## src/rtl/ols_pkg.sv

```systemverilog
package ols_pkg;

    localparam int unsigned DEPTH_DEF = 64;
    localparam int unsigned REQ_W     = 3;
    localparam int unsigned KEY_W     = 32;
    localparam int unsigned POS_W     = 7;
    localparam int unsigned STAT_W    = 2;

    typedef enum logic [REQ_W-1:0] {
        REQ_INS_FRONT = 3'd0,
        REQ_INS_BACK  = 3'd1,
        REQ_DELETE    = 3'd2,
        REQ_FIND      = 3'd3,
        REQ_READ      = 3'd4,
        REQ_DUP       = 3'd5
    } req_t;

    typedef enum logic [STAT_W-1:0] {
        ST_OK       = 2'd0,
        ST_EMPTY    = 2'd1,
        ST_NOTFOUND = 2'd2,
        ST_FULL     = 2'd3
    } stat_t;

endpackage

```

## src/rtl/ols_req_if.sv

```systemverilog
interface ols_req_if
    import ols_pkg::*;
();
    logic                    valid;
    logic                    ready;
    logic [REQ_W-1:0]        req_type;
    logic signed [KEY_W-1:0] key_in;
    logic [POS_W-1:0]        position_in;

    modport source (
        output valid,
        output req_type,
        output key_in,
        output position_in,
        input  ready
    );

    modport sink (
        input  valid,
        input  req_type,
        input  key_in,
        input  position_in,
        output ready
    );
endinterface

```

## src/rtl/ols_rsp_if.sv

```systemverilog
interface ols_rsp_if
    import ols_pkg::*;
();
    logic                    valid;
    logic                    ready;
    logic [STAT_W-1:0]       status;
    logic signed [KEY_W-1:0] key_out;
    logic [POS_W-1:0]        position_out;
    logic [POS_W-1:0]        count_out;

    modport source (
        output valid,
        output status,
        output key_out,
        output position_out,
        output count_out,
        input  ready
    );

    modport sink (
        input  valid,
        input  status,
        input  key_out,
        input  position_out,
        input  count_out,
        output ready
    );
endinterface

```

## src/rtl/ordered_list_store.sv

```systemverilog
// inserts and rejected requests skip the walk and go from transfer straight to the result; read fetches one entry
// find: walks from the front, stops at the first match, one stored entry compared per cycle through the memory port
// delete: moves each later entry down one place; duplicate: appends a copy of every entry (one entry copied per cycle)
// one request in work at a time; a new request transfers while the previous result waits
// reset: entry count and head pointer cleared; memory contents are not cleared (no sweep)
module ordered_list_store
    import ols_pkg::*;
#(
    parameter int unsigned DEPTH = DEPTH_DEF
) (
    input  logic       clk,
    input  logic       rst_n,
    ols_req_if.sink    req,
    ols_rsp_if.source  rsp
);

    localparam int unsigned AW   = (DEPTH > 1) ? $clog2(DEPTH) : 1;
    localparam int unsigned CW   = $clog2(DEPTH + 1);
    localparam int unsigned CMPW = (CW > POS_W) ? CW : POS_W;
    localparam logic [AW:0] DEPTH_W = (AW + 1)'(DEPTH);

    typedef enum logic [2:0] {
        S_IDLE = 3'b001,
        S_WALK = 3'b010,
        S_DONE = 3'b100
    } state_t;

    function automatic logic [AW-1:0] phys(input logic [AW-1:0] base,
                                           input logic [AW-1:0] ofs);
        logic [AW:0] sum;
        sum = {1'b0, base} + {1'b0, ofs};
        if (sum >= DEPTH_W)
        begin
            sum = sum - DEPTH_W;
        end
        return sum[AW-1:0];
    endfunction

    logic [KEY_W-1:0] mem [DEPTH];
    logic [KEY_W-1:0] rdata_reg;

    state_t            state_reg, state_next;
    req_t              op_reg, op_next;
    logic [AW-1:0]     head_reg, head_next;
    logic [CW-1:0]     count_reg, count_next;
    logic [CW-1:0]     rd_idx_reg, rd_idx_next;
    logic [CW-1:0]     rd_end_reg, rd_end_next;
    logic [AW-1:0]     start_reg, start_next;
    logic              pend_reg, pend_next;
    logic [AW-1:0]     pend_idx_reg, pend_idx_next;
    logic [KEY_W-1:0]  key_reg, key_next;
    logic [POS_W-1:0]  pos_reg, pos_next;
    stat_t             res_status_reg, res_status_next;
    logic [KEY_W-1:0]  res_key_reg, res_key_next;
    logic [POS_W-1:0]  res_pos_reg, res_pos_next;
    logic              out_valid_reg, out_valid_next;
    stat_t             out_status_reg;
    logic [KEY_W-1:0]  out_key_reg;
    logic [POS_W-1:0]  out_pos_reg;
    logic [POS_W-1:0]  out_count_reg;

    logic              load_out;
    logic              wr_en;
    logic [AW-1:0]     wr_addr;
    logic [KEY_W-1:0]  wr_data;
    logic              rd_en;
    logic [AW-1:0]     rd_addr;

    logic [CMPW-1:0]   pos_ext;
    logic [CMPW-1:0]   count_ext;
    logic [CMPW-1:0]   find_pos;
    logic [AW-1:0]     pos_m1;
    logic [AW-1:0]     head_dec;
    logic              is_empty;
    logic              is_full;
    logic              dup_over;
    logic              pos_ok;
    logic              is_last;

    assign pos_ext   = CMPW'(req.position_in);
    assign count_ext = CMPW'(count_reg);
    assign find_pos  = CMPW'(pend_idx_reg) + CMPW'(1);
    assign pos_m1    = AW'(pos_ext - CMPW'(1));
    assign head_dec  = (head_reg == '0) ? AW'(DEPTH - 1) : head_reg - AW'(1);
    assign is_empty  = (count_reg == '0);
    assign is_full   = (count_reg == CW'(DEPTH));
    assign dup_over  = (({1'b0, count_reg} + {1'b0, count_reg}) > (CW + 1)'(DEPTH));
    assign pos_ok    = (pos_ext != '0) && (pos_ext <= count_ext);
    assign is_last   = ((CW'(pend_idx_reg) + CW'(1)) == rd_end_reg);

    assign req.ready        = (state_reg == S_IDLE);
    assign rsp.valid        = out_valid_reg;
    assign rsp.status       = out_status_reg;
    assign rsp.key_out      = out_key_reg;
    assign rsp.position_out = out_pos_reg;
    assign rsp.count_out    = out_count_reg;

    always_comb
    begin
        state_next      = state_reg;
        op_next         = op_reg;
        head_next       = head_reg;
        count_next      = count_reg;
        rd_idx_next     = rd_idx_reg;
        rd_end_next     = rd_end_reg;
        start_next      = start_reg;
        pend_next       = 1'b0;
        pend_idx_next   = pend_idx_reg;
        key_next        = key_reg;
        pos_next        = pos_reg;
        res_status_next = res_status_reg;
        res_key_next    = res_key_reg;
        res_pos_next    = res_pos_reg;
        out_valid_next  = out_valid_reg && !rsp.ready;
        load_out        = 1'b0;
        wr_en           = 1'b0;
        wr_addr         = '0;
        wr_data         = '0;
        rd_en           = 1'b0;
        rd_addr         = '0;

        case (state_reg)
            S_IDLE:
            begin
                if (req.valid)
                begin
                    key_next        = req.key_in;
                    pos_next        = req.position_in;
                    op_next         = req_t'(req.req_type);
                    res_status_next = ST_OK;
                    res_key_next    = '0;
                    res_pos_next    = '0;
                    state_next      = S_DONE;
                    case (req_t'(req.req_type))
                        REQ_INS_FRONT:
                        begin
                            if (is_full)
                            begin
                                res_status_next = ST_FULL;
                            end
                            else
                            begin
                                wr_en      = 1'b1;
                                wr_addr    = head_dec;
                                wr_data    = req.key_in;
                                head_next  = head_dec;
                                count_next = count_reg + CW'(1);
                            end
                        end
                        REQ_INS_BACK:
                        begin
                            if (is_full)
                            begin
                                res_status_next = ST_FULL;
                            end
                            else
                            begin
                                wr_en      = 1'b1;
                                wr_addr    = phys(head_reg, count_reg[AW-1:0]);
                                wr_data    = req.key_in;
                                count_next = count_reg + CW'(1);
                            end
                        end
                        REQ_DELETE, REQ_READ:
                        begin
                            if (is_empty)
                            begin
                                res_status_next = ST_EMPTY;
                            end
                            else if (!pos_ok)
                            begin
                                res_status_next = ST_NOTFOUND;
                            end
                            else
                            begin
                                state_next  = S_WALK;
                                start_next  = pos_m1;
                                rd_idx_next = CW'(pos_m1);
                                rd_end_next = (req_t'(req.req_type) == REQ_READ)
                                              ? CW'(pos_ext) : count_reg;
                            end
                        end
                        REQ_FIND:
                        begin
                            if (is_empty)
                            begin
                                res_status_next = ST_EMPTY;
                            end
                            else
                            begin
                                state_next  = S_WALK;
                                start_next  = '0;
                                rd_idx_next = '0;
                                rd_end_next = count_reg;
                            end
                        end
                        REQ_DUP:
                        begin
                            if (is_empty)
                            begin
                                res_status_next = ST_EMPTY;
                            end
                            else if (dup_over)
                            begin
                                res_status_next = ST_FULL;
                            end
                            else
                            begin
                                state_next  = S_WALK;
                                start_next  = '0;
                                rd_idx_next = '0;
                                rd_end_next = count_reg;
                            end
                        end
                        default:
                        begin
                            res_status_next = ST_NOTFOUND;
                        end
                    endcase
                end
            end

            S_WALK:
            begin
                // read one entry ahead, act on the entry read in the previous cycle
                if (rd_idx_reg < rd_end_reg)
                begin
                    rd_en         = 1'b1;
                    rd_addr       = phys(head_reg, rd_idx_reg[AW-1:0]);
                    rd_idx_next   = rd_idx_reg + CW'(1);
                    pend_next     = 1'b1;
                    pend_idx_next = rd_idx_reg[AW-1:0];
                end
                if (pend_reg)
                begin
                    case (op_reg)
                        REQ_FIND:
                        begin
                            if (rdata_reg == key_reg)
                            begin
                                res_status_next = ST_OK;
                                res_key_next    = key_reg;
                                res_pos_next    = find_pos[POS_W-1:0];
                                state_next      = S_DONE;
                            end
                            else if (is_last)
                            begin
                                res_status_next = ST_NOTFOUND;
                                state_next      = S_DONE;
                            end
                        end
                        REQ_READ:
                        begin
                            res_key_next = rdata_reg;
                            res_pos_next = pos_reg;
                            state_next   = S_DONE;
                        end
                        REQ_DELETE:
                        begin
                            if (pend_idx_reg == start_reg)
                            begin
                                res_key_next = rdata_reg;
                                res_pos_next = pos_reg;
                            end
                            else
                            begin
                                wr_en   = 1'b1;
                                wr_addr = phys(head_reg, pend_idx_reg - AW'(1));
                                wr_data = rdata_reg;
                            end
                            if (is_last)
                            begin
                                count_next = count_reg - CW'(1);
                                state_next = S_DONE;
                            end
                        end
                        REQ_DUP:
                        begin
                            wr_en   = 1'b1;
                            wr_addr = phys(head_reg, AW'(CW'(pend_idx_reg) + count_reg));
                            wr_data = rdata_reg;
                            if (is_last)
                            begin
                                count_next = count_reg + count_reg;
                                state_next = S_DONE;
                            end
                        end
                        default:
                        begin
                            state_next = S_DONE;
                        end
                    endcase
                end
                if (state_next != S_WALK)
                begin
                    pend_next = 1'b0;
                end
            end

            S_DONE:
            begin
                if (!out_valid_reg || rsp.ready)
                begin
                    load_out       = 1'b1;
                    out_valid_next = 1'b1;
                    state_next     = S_IDLE;
                end
            end

            default:
            begin
                state_next = S_IDLE;
            end
        endcase
    end

    always_ff @(posedge clk)
    begin
        if (wr_en)
        begin
            mem[wr_addr] <= wr_data;
        end
        if (rd_en)
        begin
            rdata_reg <= mem[rd_addr];
        end
    end

    always_ff @(posedge clk or negedge rst_n)
    begin
        if (!rst_n)
        begin
            state_reg     <= S_IDLE;
            op_reg        <= REQ_INS_FRONT;
            head_reg      <= '0;
            count_reg     <= '0;
            rd_idx_reg    <= '0;
            rd_end_reg    <= '0;
            start_reg     <= '0;
            pend_reg      <= 1'b0;
            pend_idx_reg  <= '0;
            out_valid_reg <= 1'b0;
        end
        else
        begin
            state_reg     <= state_next;
            op_reg        <= op_next;
            head_reg      <= head_next;
            count_reg     <= count_next;
            rd_idx_reg    <= rd_idx_next;
            rd_end_reg    <= rd_end_next;
            start_reg     <= start_next;
            pend_reg      <= pend_next;
            pend_idx_reg  <= pend_idx_next;
            out_valid_reg <= out_valid_next;
        end
    end

    always_ff @(posedge clk)
    begin
        key_reg        <= key_next;
        pos_reg        <= pos_next;
        res_status_reg <= res_status_next;
        res_key_reg    <= res_key_next;
        res_pos_reg    <= res_pos_next;
        if (load_out)
        begin
            out_status_reg <= res_status_reg;
            out_key_reg    <= res_key_reg;
            out_pos_reg    <= res_pos_reg;
            out_count_reg  <= count_ext[POS_W-1:0];
        end
    end

    // the walk never reads and writes the same entry in one cycle
    assert property (@(posedge clk) disable iff (!rst_n)
        (wr_en && rd_en) |-> (wr_addr != rd_addr))
    else $error("read and write collide on one entry");

    assert property (@(posedge clk) disable iff (!rst_n)
        count_reg <= CW'(DEPTH))
    else $error("entry count beyond depth");

    assert property (@(posedge clk) disable iff (!rst_n)
        pend_reg |-> (state_reg == S_WALK))
    else $error("pending read outside walk");

    assert property (@(posedge clk) disable iff (!rst_n)
        (state_reg == S_WALK) |-> (op_reg == REQ_DELETE || op_reg == REQ_READ ||
                                   op_reg == REQ_FIND || op_reg == REQ_DUP))
    else $error("walk started for a request that needs none");

    assert property (@(posedge clk) disable iff (!rst_n)
        (rsp.valid && !rsp.ready) |=> $stable(count_reg) || (state_reg != S_DONE) ||
                                      $past(state_reg) != S_DONE)
    else $error("entry count changed while result held");

endmodule
```

## src/flat_wrapper.sv

```systemverilog
// flat-port wrapper written by rule: the top's interface ports become plain ports
module ordered_list_store_flat import ols_pkg::*;
#(
    parameter int unsigned DEPTH = DEPTH_DEF
)
  (clk, rst_n, req_valid, req_req_type, req_key_in, req_position_in, req_ready, rsp_valid, rsp_status, rsp_key_out, rsp_position_out, rsp_count_out, rsp_ready);
  ols_req_if req_i ();
  ols_rsp_if rsp_i ();
  input  logic clk;
  input  logic rst_n;
  input wire logic [$bits(req_i.valid)-1:0] req_valid;
  input wire logic [$bits(req_i.req_type)-1:0] req_req_type;
  input wire logic [$bits(req_i.key_in)-1:0] req_key_in;
  input wire logic [$bits(req_i.position_in)-1:0] req_position_in;
  output wire logic [$bits(req_i.ready)-1:0] req_ready;
  output wire logic [$bits(rsp_i.valid)-1:0] rsp_valid;
  output wire logic [$bits(rsp_i.status)-1:0] rsp_status;
  output wire logic [$bits(rsp_i.key_out)-1:0] rsp_key_out;
  output wire logic [$bits(rsp_i.position_out)-1:0] rsp_position_out;
  output wire logic [$bits(rsp_i.count_out)-1:0] rsp_count_out;
  input wire logic [$bits(rsp_i.ready)-1:0] rsp_ready;
  assign req_i.valid = req_valid;
  assign req_i.req_type = req_req_type;
  assign req_i.key_in = req_key_in;
  assign req_i.position_in = req_position_in;
  assign req_ready = req_i.ready;
  assign rsp_valid = rsp_i.valid;
  assign rsp_status = rsp_i.status;
  assign rsp_key_out = rsp_i.key_out;
  assign rsp_position_out = rsp_i.position_out;
  assign rsp_count_out = rsp_i.count_out;
  assign rsp_i.ready = rsp_ready;
  ordered_list_store #(.DEPTH(DEPTH)) u_core (.clk(clk), .rst_n(rst_n), .req(req_i), .rsp(rsp_i));
endmodule
```

## config.mk

```make
export PLATFORM = sky130hd
export DESIGN_NAME = ordered_list_store_flat
export DESIGN_NICKNAME = d
export VERILOG_FILES = /design/src/rtl/ols_pkg.sv /design/src/rtl/ols_req_if.sv /design/src/rtl/ols_rsp_if.sv /design/src/rtl/ordered_list_store.sv /design/src/flat_wrapper.sv
export SDC_FILE = /design/constraint.sdc
export NUM_CORES = 2
export LEC_CHECK = 0
export ABC_AREA = 1
export BUFFER_PORTS_ARGS = -buffer_cell sky130_fd_sc_hd__buf_4
export CAP_MARGIN = 30
export CORE_UTILIZATION = 40
export DETAILED_ROUTE_END_ITERATION = 10
export PLACE_DENSITY_LB_ADDON = 0.12
export SLEW_MARGIN = 30
export SYNTH_ARGS = -nofsm -noshare
export SYNTH_HDL_FRONTEND = slang
export SYNTH_SLANG_ARGS = --single-unit
```

## constraint.sdc

```tcl
create_clock -name clk -period 6.3 [get_ports clk]
set_input_delay 0.63 -clock clk [delete_from_list [all_inputs] [get_ports clk]]
set_output_delay 0.63 -clock clk [all_outputs]
set_load 0.02 [all_outputs]
```

## Word level (Yosys, flattened, before mapping)

Memory sizes are Yosys's and may differ from the RTL's. A register that Yosys moved wholly into a read port is not among the register bits.
Index checks and enable logic that the tools add are counted.

- Memories kept: 1
- Output and inout bits: 50
- Bits in writable memories: 2048
- Register bits: 175
- Bits of input ports: 46

Memory list:

| memory | words | bits a word | rd ports | clocked after memory_dff | wr ports | line | text |
|---|---|---|---|---|---|---|---|
| u_core.mem | 64 | 32 | 1 | 1 | 1 | ordered_list_store.sv:39 | `logic [KEY_W-1:0] mem [DEPTH];` |

- Eq/ne operators: 42
- $lt $le $gt $ge: 7
- Reduce and logical (&&, ||, !) cells: 23
- Mux-type cells: 108
- Add/sub/neg operators: 18
- Bitwise operators: 1

Operators by type and width:

| operator | count |
|---|---|
| two-way mux 32 bit | 9 |
| one-hot mux 32 bit (2 select lines) | 3 |
| two-way mux 7 bit | 23 |
| two-way mux 6 bit | 17 |
| one-hot mux 32 bit (3 select lines) | 1 |
| one-hot mux 7 bit (3 select lines) | 3 |
| one-hot mux 7 bit (2 select lines) | 4 |
| subtractor 6 x 1 -> 6 bit (second input constant) | 7 |
| one-hot mux 6 bit (2 select lines) | 3 |
| two-way mux 3 bit | 11 |
| == test 32 bit | 1 |
| adder 6 x 6 -> 7 bit | 4 |
| >= comparator 7 bit (second input constant) | 4 |
| two-way mux 2 bit | 10 |
| != test 3 x 2 -> 1 bit (second input constant) | 6 |
| one-hot mux 3 bit (3 select lines) | 2 |
| one-hot mux 6 bit (3 select lines) | 1 |
| two-way mux 1 bit | 16 |
| != test 2 bit (second input constant) | 8 |
| AND reduction 8 bit | 2 |
| == test 3 x 2 -> 1 bit (second input constant) | 5 |
| == test 3 bit (second input constant) | 5 |
| != test 3 bit (second input constant) | 5 |
| adder 7 x 1 -> 7 bit (second input constant) | 2 |
| 36 further kinds | 47 |

## Longest topological paths before layout

- Depth in word-level cells: 10
- Depth in mapped cells: 18
- Mapped depth without buffers: 17

## Least setup slack after synthesis

No wires, ideal clock.

- Kind: reg2reg
- Start: reg u_core.state_reg[0]
- End: reg u_core.res_key_reg[0], enable pin
- Arrival: 4.185 ns
- Setup slack: 1.620 ns
- Library setup time: 0.495 ns
- Required time: 5.805 ns
- Cell stages (with the launch flop): 7
- Cells stage by stage: dfstp_2 -> inv_2 -> nor3_4 -> nand2_4 -> nand2_1 -> o21ai_0 -> a211oi_1

- Cells in the longest elaborated chain, start to end: 3
- Elaborated cells between the ends (all ways): 9
- Those cells by class: eq/ne: 7; reduce/logical: 2

RTL lines:

| what | line | text |
|---|---|---|
| start: declaration | ordered_list_store.sv:42 | `state_t state_reg, state_next;` |
| start signal: assignment | ordered_list_store.sv:346 | `state_reg <= state_next;` |
| == test 3 x 1 -> 1 bit (*) | -- |  |
| named net req_ready | flat_wrapper.sv:15 | `output wire logic [$bits(req_i.ready)-1:0] req_ready;` |
| != test 2 bit (no source line) or nonzero test 2 bit (tied branches) | -- |  |
| AND reduction 6 bit (no source line) (*) | -- |  |
| end signal: assignment | ordered_list_store.sv:364 | `res_key_reg <= res_key_next;` |
| end: declaration | ordered_list_store.sv:54 | `logic [KEY_W-1:0] res_key_reg, res_key_next;` |

The timed path passes the listed nets; every way through them passes the cells marked *.
A chain may end at the register's enable or synchronous reset.

## Final worst setup path

- Start: reg u_core.pend_idx_reg[0]
- End: mem u_core.mem[42][17], enable pin

- Cells in the longest elaborated chain, start to end: 8
- Elaborated cells between the ends (all ways): 21
- Those cells by class: add/sub: 6; order compare: 2; eq/ne: 1; mux: 12

RTL lines:

| what | line | text |
|---|---|---|
| start: declaration | ordered_list_store.sv:50 | `logic [AW-1:0] pend_idx_reg, pend_idx_next;` |
| start signal: assignment | ordered_list_store.sv:354 | `pend_idx_reg <= pend_idx_next;` |
| subtractor 6 x 1 -> 6 bit | ordered_list_store.sv:268 | `wr_addr = phys(head_reg, pend_idx_reg - AW'(1));` |
| adder 6 x 6 -> 7 bit | ordered_list_store.sv:31 | `sum = {1'b0, base} + {1'b0, ofs};` |
| subtractor 6 x 1 -> 6 bit or >= comparator 7 bit (tied branches) | ordered_list_store.sv:34, ordered_list_store.sv:32 |  |
| two-way mux 6 bit | ordered_list_store.sv:32 | `if (sum >= DEPTH_W)` |
| two-way mux 6 bit | ordered_list_store.sv:260 | `if (pend_idx_reg == start_reg)` |
| one-hot mux 6 bit (2 select lines) | ordered_list_store.sv:236 | `case (op_reg)` |
| two-way mux 6 bit | ordered_list_store.sv:234 | `if (pend_reg)` |
| one-hot mux 6 bit (2 select lines) | ordered_list_store.sv:122 | `case (state_reg)` |
| end: declaration | ordered_list_store.sv:39 |  |

Parallel ways exist; a longest one is shown, timed or not.

==> results.yml <==
setup_path:
  timing.rr.start: "u_core.pend_idx_reg[0]$_DFFE_PN0P_"
  critical_path_required_ns: 6.89
  worstPathMaxFanout: 17
  worst_endpoint_data_arrival_time_ns: 5.56
  timing_worst_setup_path_type: "reg2reg"
  worst_r2r_path_depth: 18
  timing.rr.end: "u_core.mem[42][17]$_DFFE_PP_"
  endpoint_kind: "flop"
  r2r_slack_ns: 1.33
  cp-start-kind: "flop"
drt:
  route.met3.wl_mm: 24.8
  route.final.wire_length_mm: 309
  routed_via_density: 5.18
  wl_met2_mm: 139
  detail_route.iter0.violations: 7233
  drc_violation_count_after_routing: 0
  route.top_layer_used: "met4"
  ant_nets: 0
  routed_wire_length_per_instance_um: 24.3
  vias: 66000
  length_of_the_first_detailed_routing_pass_in_iterations: 6
  wirelength_met1_mm: 137
sta:
  grt_setup_unrepaired: "false"
  worst_slew_margin_rel_pct: 29.7
  maxClockFrequency_ghz: 0.201
  tns_ns: 0
  worst-slew-pin-transition_ns: 1.05
  finalSetupViolCount: 0
  clock-skew-final_ns: 0.0399
  final_hold_viol_count: 0
  finalCritPeriodShare_pct: 78.9
  final_max_slew_viol_count: 0
  period_minus_slack_ns: 4.97
min_path:
  min-delay-path-class: "in2reg"
  hold_path_depth: 3
  worst_hold_path.endpoint: "u_core.state_reg[2]$_DFFE_PN0P_"
  min-delay-start: "req_valid"
place:
  buffer_ports.inserted: 95
  hpwl_dp_mm: 183
  place_congestion: 0.883
finish:
  drive_above_1_share_pct: 8.44
  area_delta_synth_final_pct: 14.0
  top_register: "u_core.mem"
  nets: 9432
  number_of_flip_flops_under_the_largest_register_name: 2048
synth:
  yosys.area.top_type_share_pct: 67.9
  synth.yosys.seq_area_share_pct: 69.1
  synth_adder_area_share_pct: 0.764
  synth-compound-area-share_pct: 2.78
  synth.mux.area_fraction_pct: 0
  synth_xor_xnor_area_share_pct: 0.466
  netlist.top_cell.by_area: "sky130_fd_sc_hd__edfxtp_1"
  post_synth_instance_area_sq_mm: 0.0977
  yosys.cell_count.top_type: "sky130_fd_sc_hd__edfxtp_1"
  post_synthesis_share_of_cell_area_spent_on_and_or_nand_and_nor_gates_pct: 19.5
  synth_enable_flop_cells: 2208
  yosys_most_used_dff: "sky130_fd_sc_hd__edfxtp_1"
  synth_common_cells: "2208 x sky130_fd_sc_hd__edfxtp_1, 1668 x sky130_fd_sc_hd__nand2_1, 1515 x sky130_fd_sc_hd__nand3_1"
  yosys_warnings: 0
  synth-async-reset-ratio_pct: 2.08
  synth_top_family_by_area: "simple AND/OR/NAND/NOR gates"
  synthesis.area_per_instance_sq_um: 10.6
  yosys_register_bits: 2255
  synthesized_instance_count: 9211
  synth_nets: 9313
  ys_top_cells_by_area: "sky130_fd_sc_hd__edfxtp_1 68%, sky130_fd_sc_hd__nand3_1 7.8%, sky130_fd_sc_hd__nand2_1 6.4%"
  synth.lib_cells_used.distinct: 48
die:
  design.die.area_sq_mm: 0.246
  io_pins: 96
  core_region_area_sq_mm: 0.243
  fp-row-count: 181
  floorplan.die.width_um: 496
  floorplan.die.height_um: 496
  floorplan.initialDensity_pct: 40.2
power_and_ir_drop:
  post-layout-total-power_mw: 40.4
  peakVddDrop_mv: 0.454
  power-per-cell-area_mw_per_mm2: 363
  total_leakage_power_nw: 44.6
global_route:
  grt_pass1_wl_mm: 443
  aggregate_global_route_resource_usage_pct: 25.0
  global_route.overflow_total: 0
  antenna_violations_before_repair: 22
  pin_count_of_the_biggest_net_entering_global_routing: 141
  via_count_of_the_first_global_routing_pass: 61500
run:
  cap_viol_max_count: 0
cts:
  clock_sink_count: 2255
  tritoncts_clock_tree: "built"
  cts.repair_timing.setup_buffer_count: 0
  post_cts_resize_count: 0
  cts_buffer_count: 240
  clock_latency_ns: 0.91
  htree_num_levels: 4
  clock_path_buffers: 3
  cts.reportedPaths.clkPinSlew_ns: 0.06
  cts_root_buf: "sky130_fd_sc_hd__clkbuf_16"
outcome:
  outcome: "completed"
-- cells in the final DEF, fill, tap and decap left out, types with 32 or more instances in the layout --
| cell type | n |
|---|---|
| sky130_fd_sc_hd__edfxtp_1 | 2208 |
| sky130_fd_sc_hd__dlygate4sd3_1 | 42 |
| sky130_fd_sc_hd__xor2_1 | 32 |
| sky130_fd_sc_hd__clkbuf_1 | 68 |
| sky130_fd_sc_hd__nand3_1 | 1515 |
| sky130_fd_sc_hd__dfrtp_1 | 46 |
| sky130_fd_sc_hd__clkbuf_16 | 241 |
| sky130_fd_sc_hd__ha_1 | 49 |
| sky130_fd_sc_hd__nor2_4 | 69 |
| sky130_fd_sc_hd__inv_1 | 1358 |
| sky130_fd_sc_hd__nand2_1 | 1666 |
| sky130_fd_sc_hd__a21oi_1 | 58 |
| sky130_fd_sc_hd__nor2_1 | 1118 |
| sky130_fd_sc_hd__clkinv_2 | 41 |
| sky130_fd_sc_hd__nand4_1 | 44 |
| sky130_fd_sc_hd__buf_4 | 276 |
| sky130_fd_sc_hd__o21ai_0 | 396 |
| sky130_fd_sc_hd__clkinv_1 | 51 |
| sky130_fd_sc_hd__buf_12 | 38 |
-- cells by family after synthesis --
| kind of cell | after synthesis |
|---|---|
| AND/OR/NAND/NOR | 4476 |
| flip-flops | 2255 |
| buffers and inverters | 1854 |
| AO/OA/AOI/OAI | 518 |
| adder cells (fa/ha/maj) | 56 |
| XOR/XNOR | 52 |
-- report_power, final --
part | internal (mW) | switching (mW) | total (mW)
clock network | 7.85 | 5.97 | 13.8
logic | 2.47 | 6.78 | 9.25
registers | 17.0 | 0.350 | 17.3
total | 27.3 | 13.1 | 40.4
-- per-stage QoR --
stage	hold WS (ns)	setup WS [ns]	utilization [%]	cell area, sq um	cells
2_1_floorplan	0.334	1.62	-	97700	9211
3_3_place_gp	0.403	1.26	42.5	103000	12200
3_5_place_dp	0.405	1.40	42.5	103000	12200
4_1_cts	0.00928	1.37	45.8	111000	12700
5_1_grt	0.0750	0.995	45.8	111000	12700
6_report	0.0768	1.33	45.8	111000	12700
-- critical path: stages (launching register included) --
cell and delay [ns]:
sky130_fd_sc_hd__dfrtp_1 0.55, sky130_fd_sc_hd__ha_1 0.28, sky130_fd_sc_hd__inv_1 0.07, sky130_fd_sc_hd__fa_1 0.39, sky130_fd_sc_hd__xnor2_1 0.20, sky130_fd_sc_hd__ha_1 0.29
sky130_fd_sc_hd__nand2_1 0.08, sky130_fd_sc_hd__nand2_1 0.06, sky130_fd_sc_hd__o21ai_0 0.25, sky130_fd_sc_hd__nand2_1 0.09, sky130_fd_sc_hd__a21oi_1 0.17, sky130_fd_sc_hd__nand3b_1 0.13
sky130_fd_sc_hd__nand3_1 0.08, sky130_fd_sc_hd__nand2_1 0.07, sky130_fd_sc_hd__nand2_1 0.24, sky130_fd_sc_hd__nand2_1 0.28, sky130_fd_sc_hd__nand3_2 0.49, sky130_fd_sc_hd__nor2_4 0.68
sky130_fd_sc_hd__buf_12 0.24
-- what timing repair did --
| action | 4_1_cts | 5_1_grt |
|---|---|---|
| hold buffers | 42 | 0 |
| setup endpoints to repair | 0 | 0 |
| endpoints found under the hold margin | 88 | 0 |
-- per-layer routing --
layer	GRT usage [%]	vias to the layer above
li1	-	30800
met1	36.0	32200
met2	38.5	2557
met3	4.24	411
met4	7.39	0
met5	0	-
-- worst max-delay path by stage --
stage	startpoint	end	slack [ns]	depth (start not counted)
floorplan	u_core.state_reg[0]$_DFFE_PN1P_	u_core.res_key_reg[0]$_SDFFCE_PN0P_	1.62	6
global placement	u_core.pend_idx_reg[0]$_DFFE_PN0P_	u_core.mem[44][14]$_DFFE_PP_	1.26	18
detailed placement	u_core.pend_idx_reg[0]$_DFFE_PN0P_	u_core.mem[42][5]$_DFFE_PP_	1.40	18
CTS	u_core.pend_idx_reg[0]$_DFFE_PN0P_	u_core.mem[42][28]$_DFFE_PP_	1.37	18
global route	u_core.pend_idx_reg[0]$_DFFE_PN0P_	u_core.mem[44][10]$_DFFE_PP_	1.0	18
finish	u_core.pend_idx_reg[0]$_DFFE_PN0P_	u_core.mem[42][17]$_DFFE_PP_	1.33	18
-- area by class of cell --
class / instances / area [sq um]
flip-flops and latches: 2255 / 67500
well taps: 3202 / 4010
multi-input cells: 5102 / 23700
clock buffers: 311 / 6310
clock inverters: 126 / 1280
repair buffers: 359 / 3300
fillers: 22400 / 132000
diodes: 6 / 15.0
inverters: 1372 / 5160
Note: power is estimated with default switching activity, not from simulation.
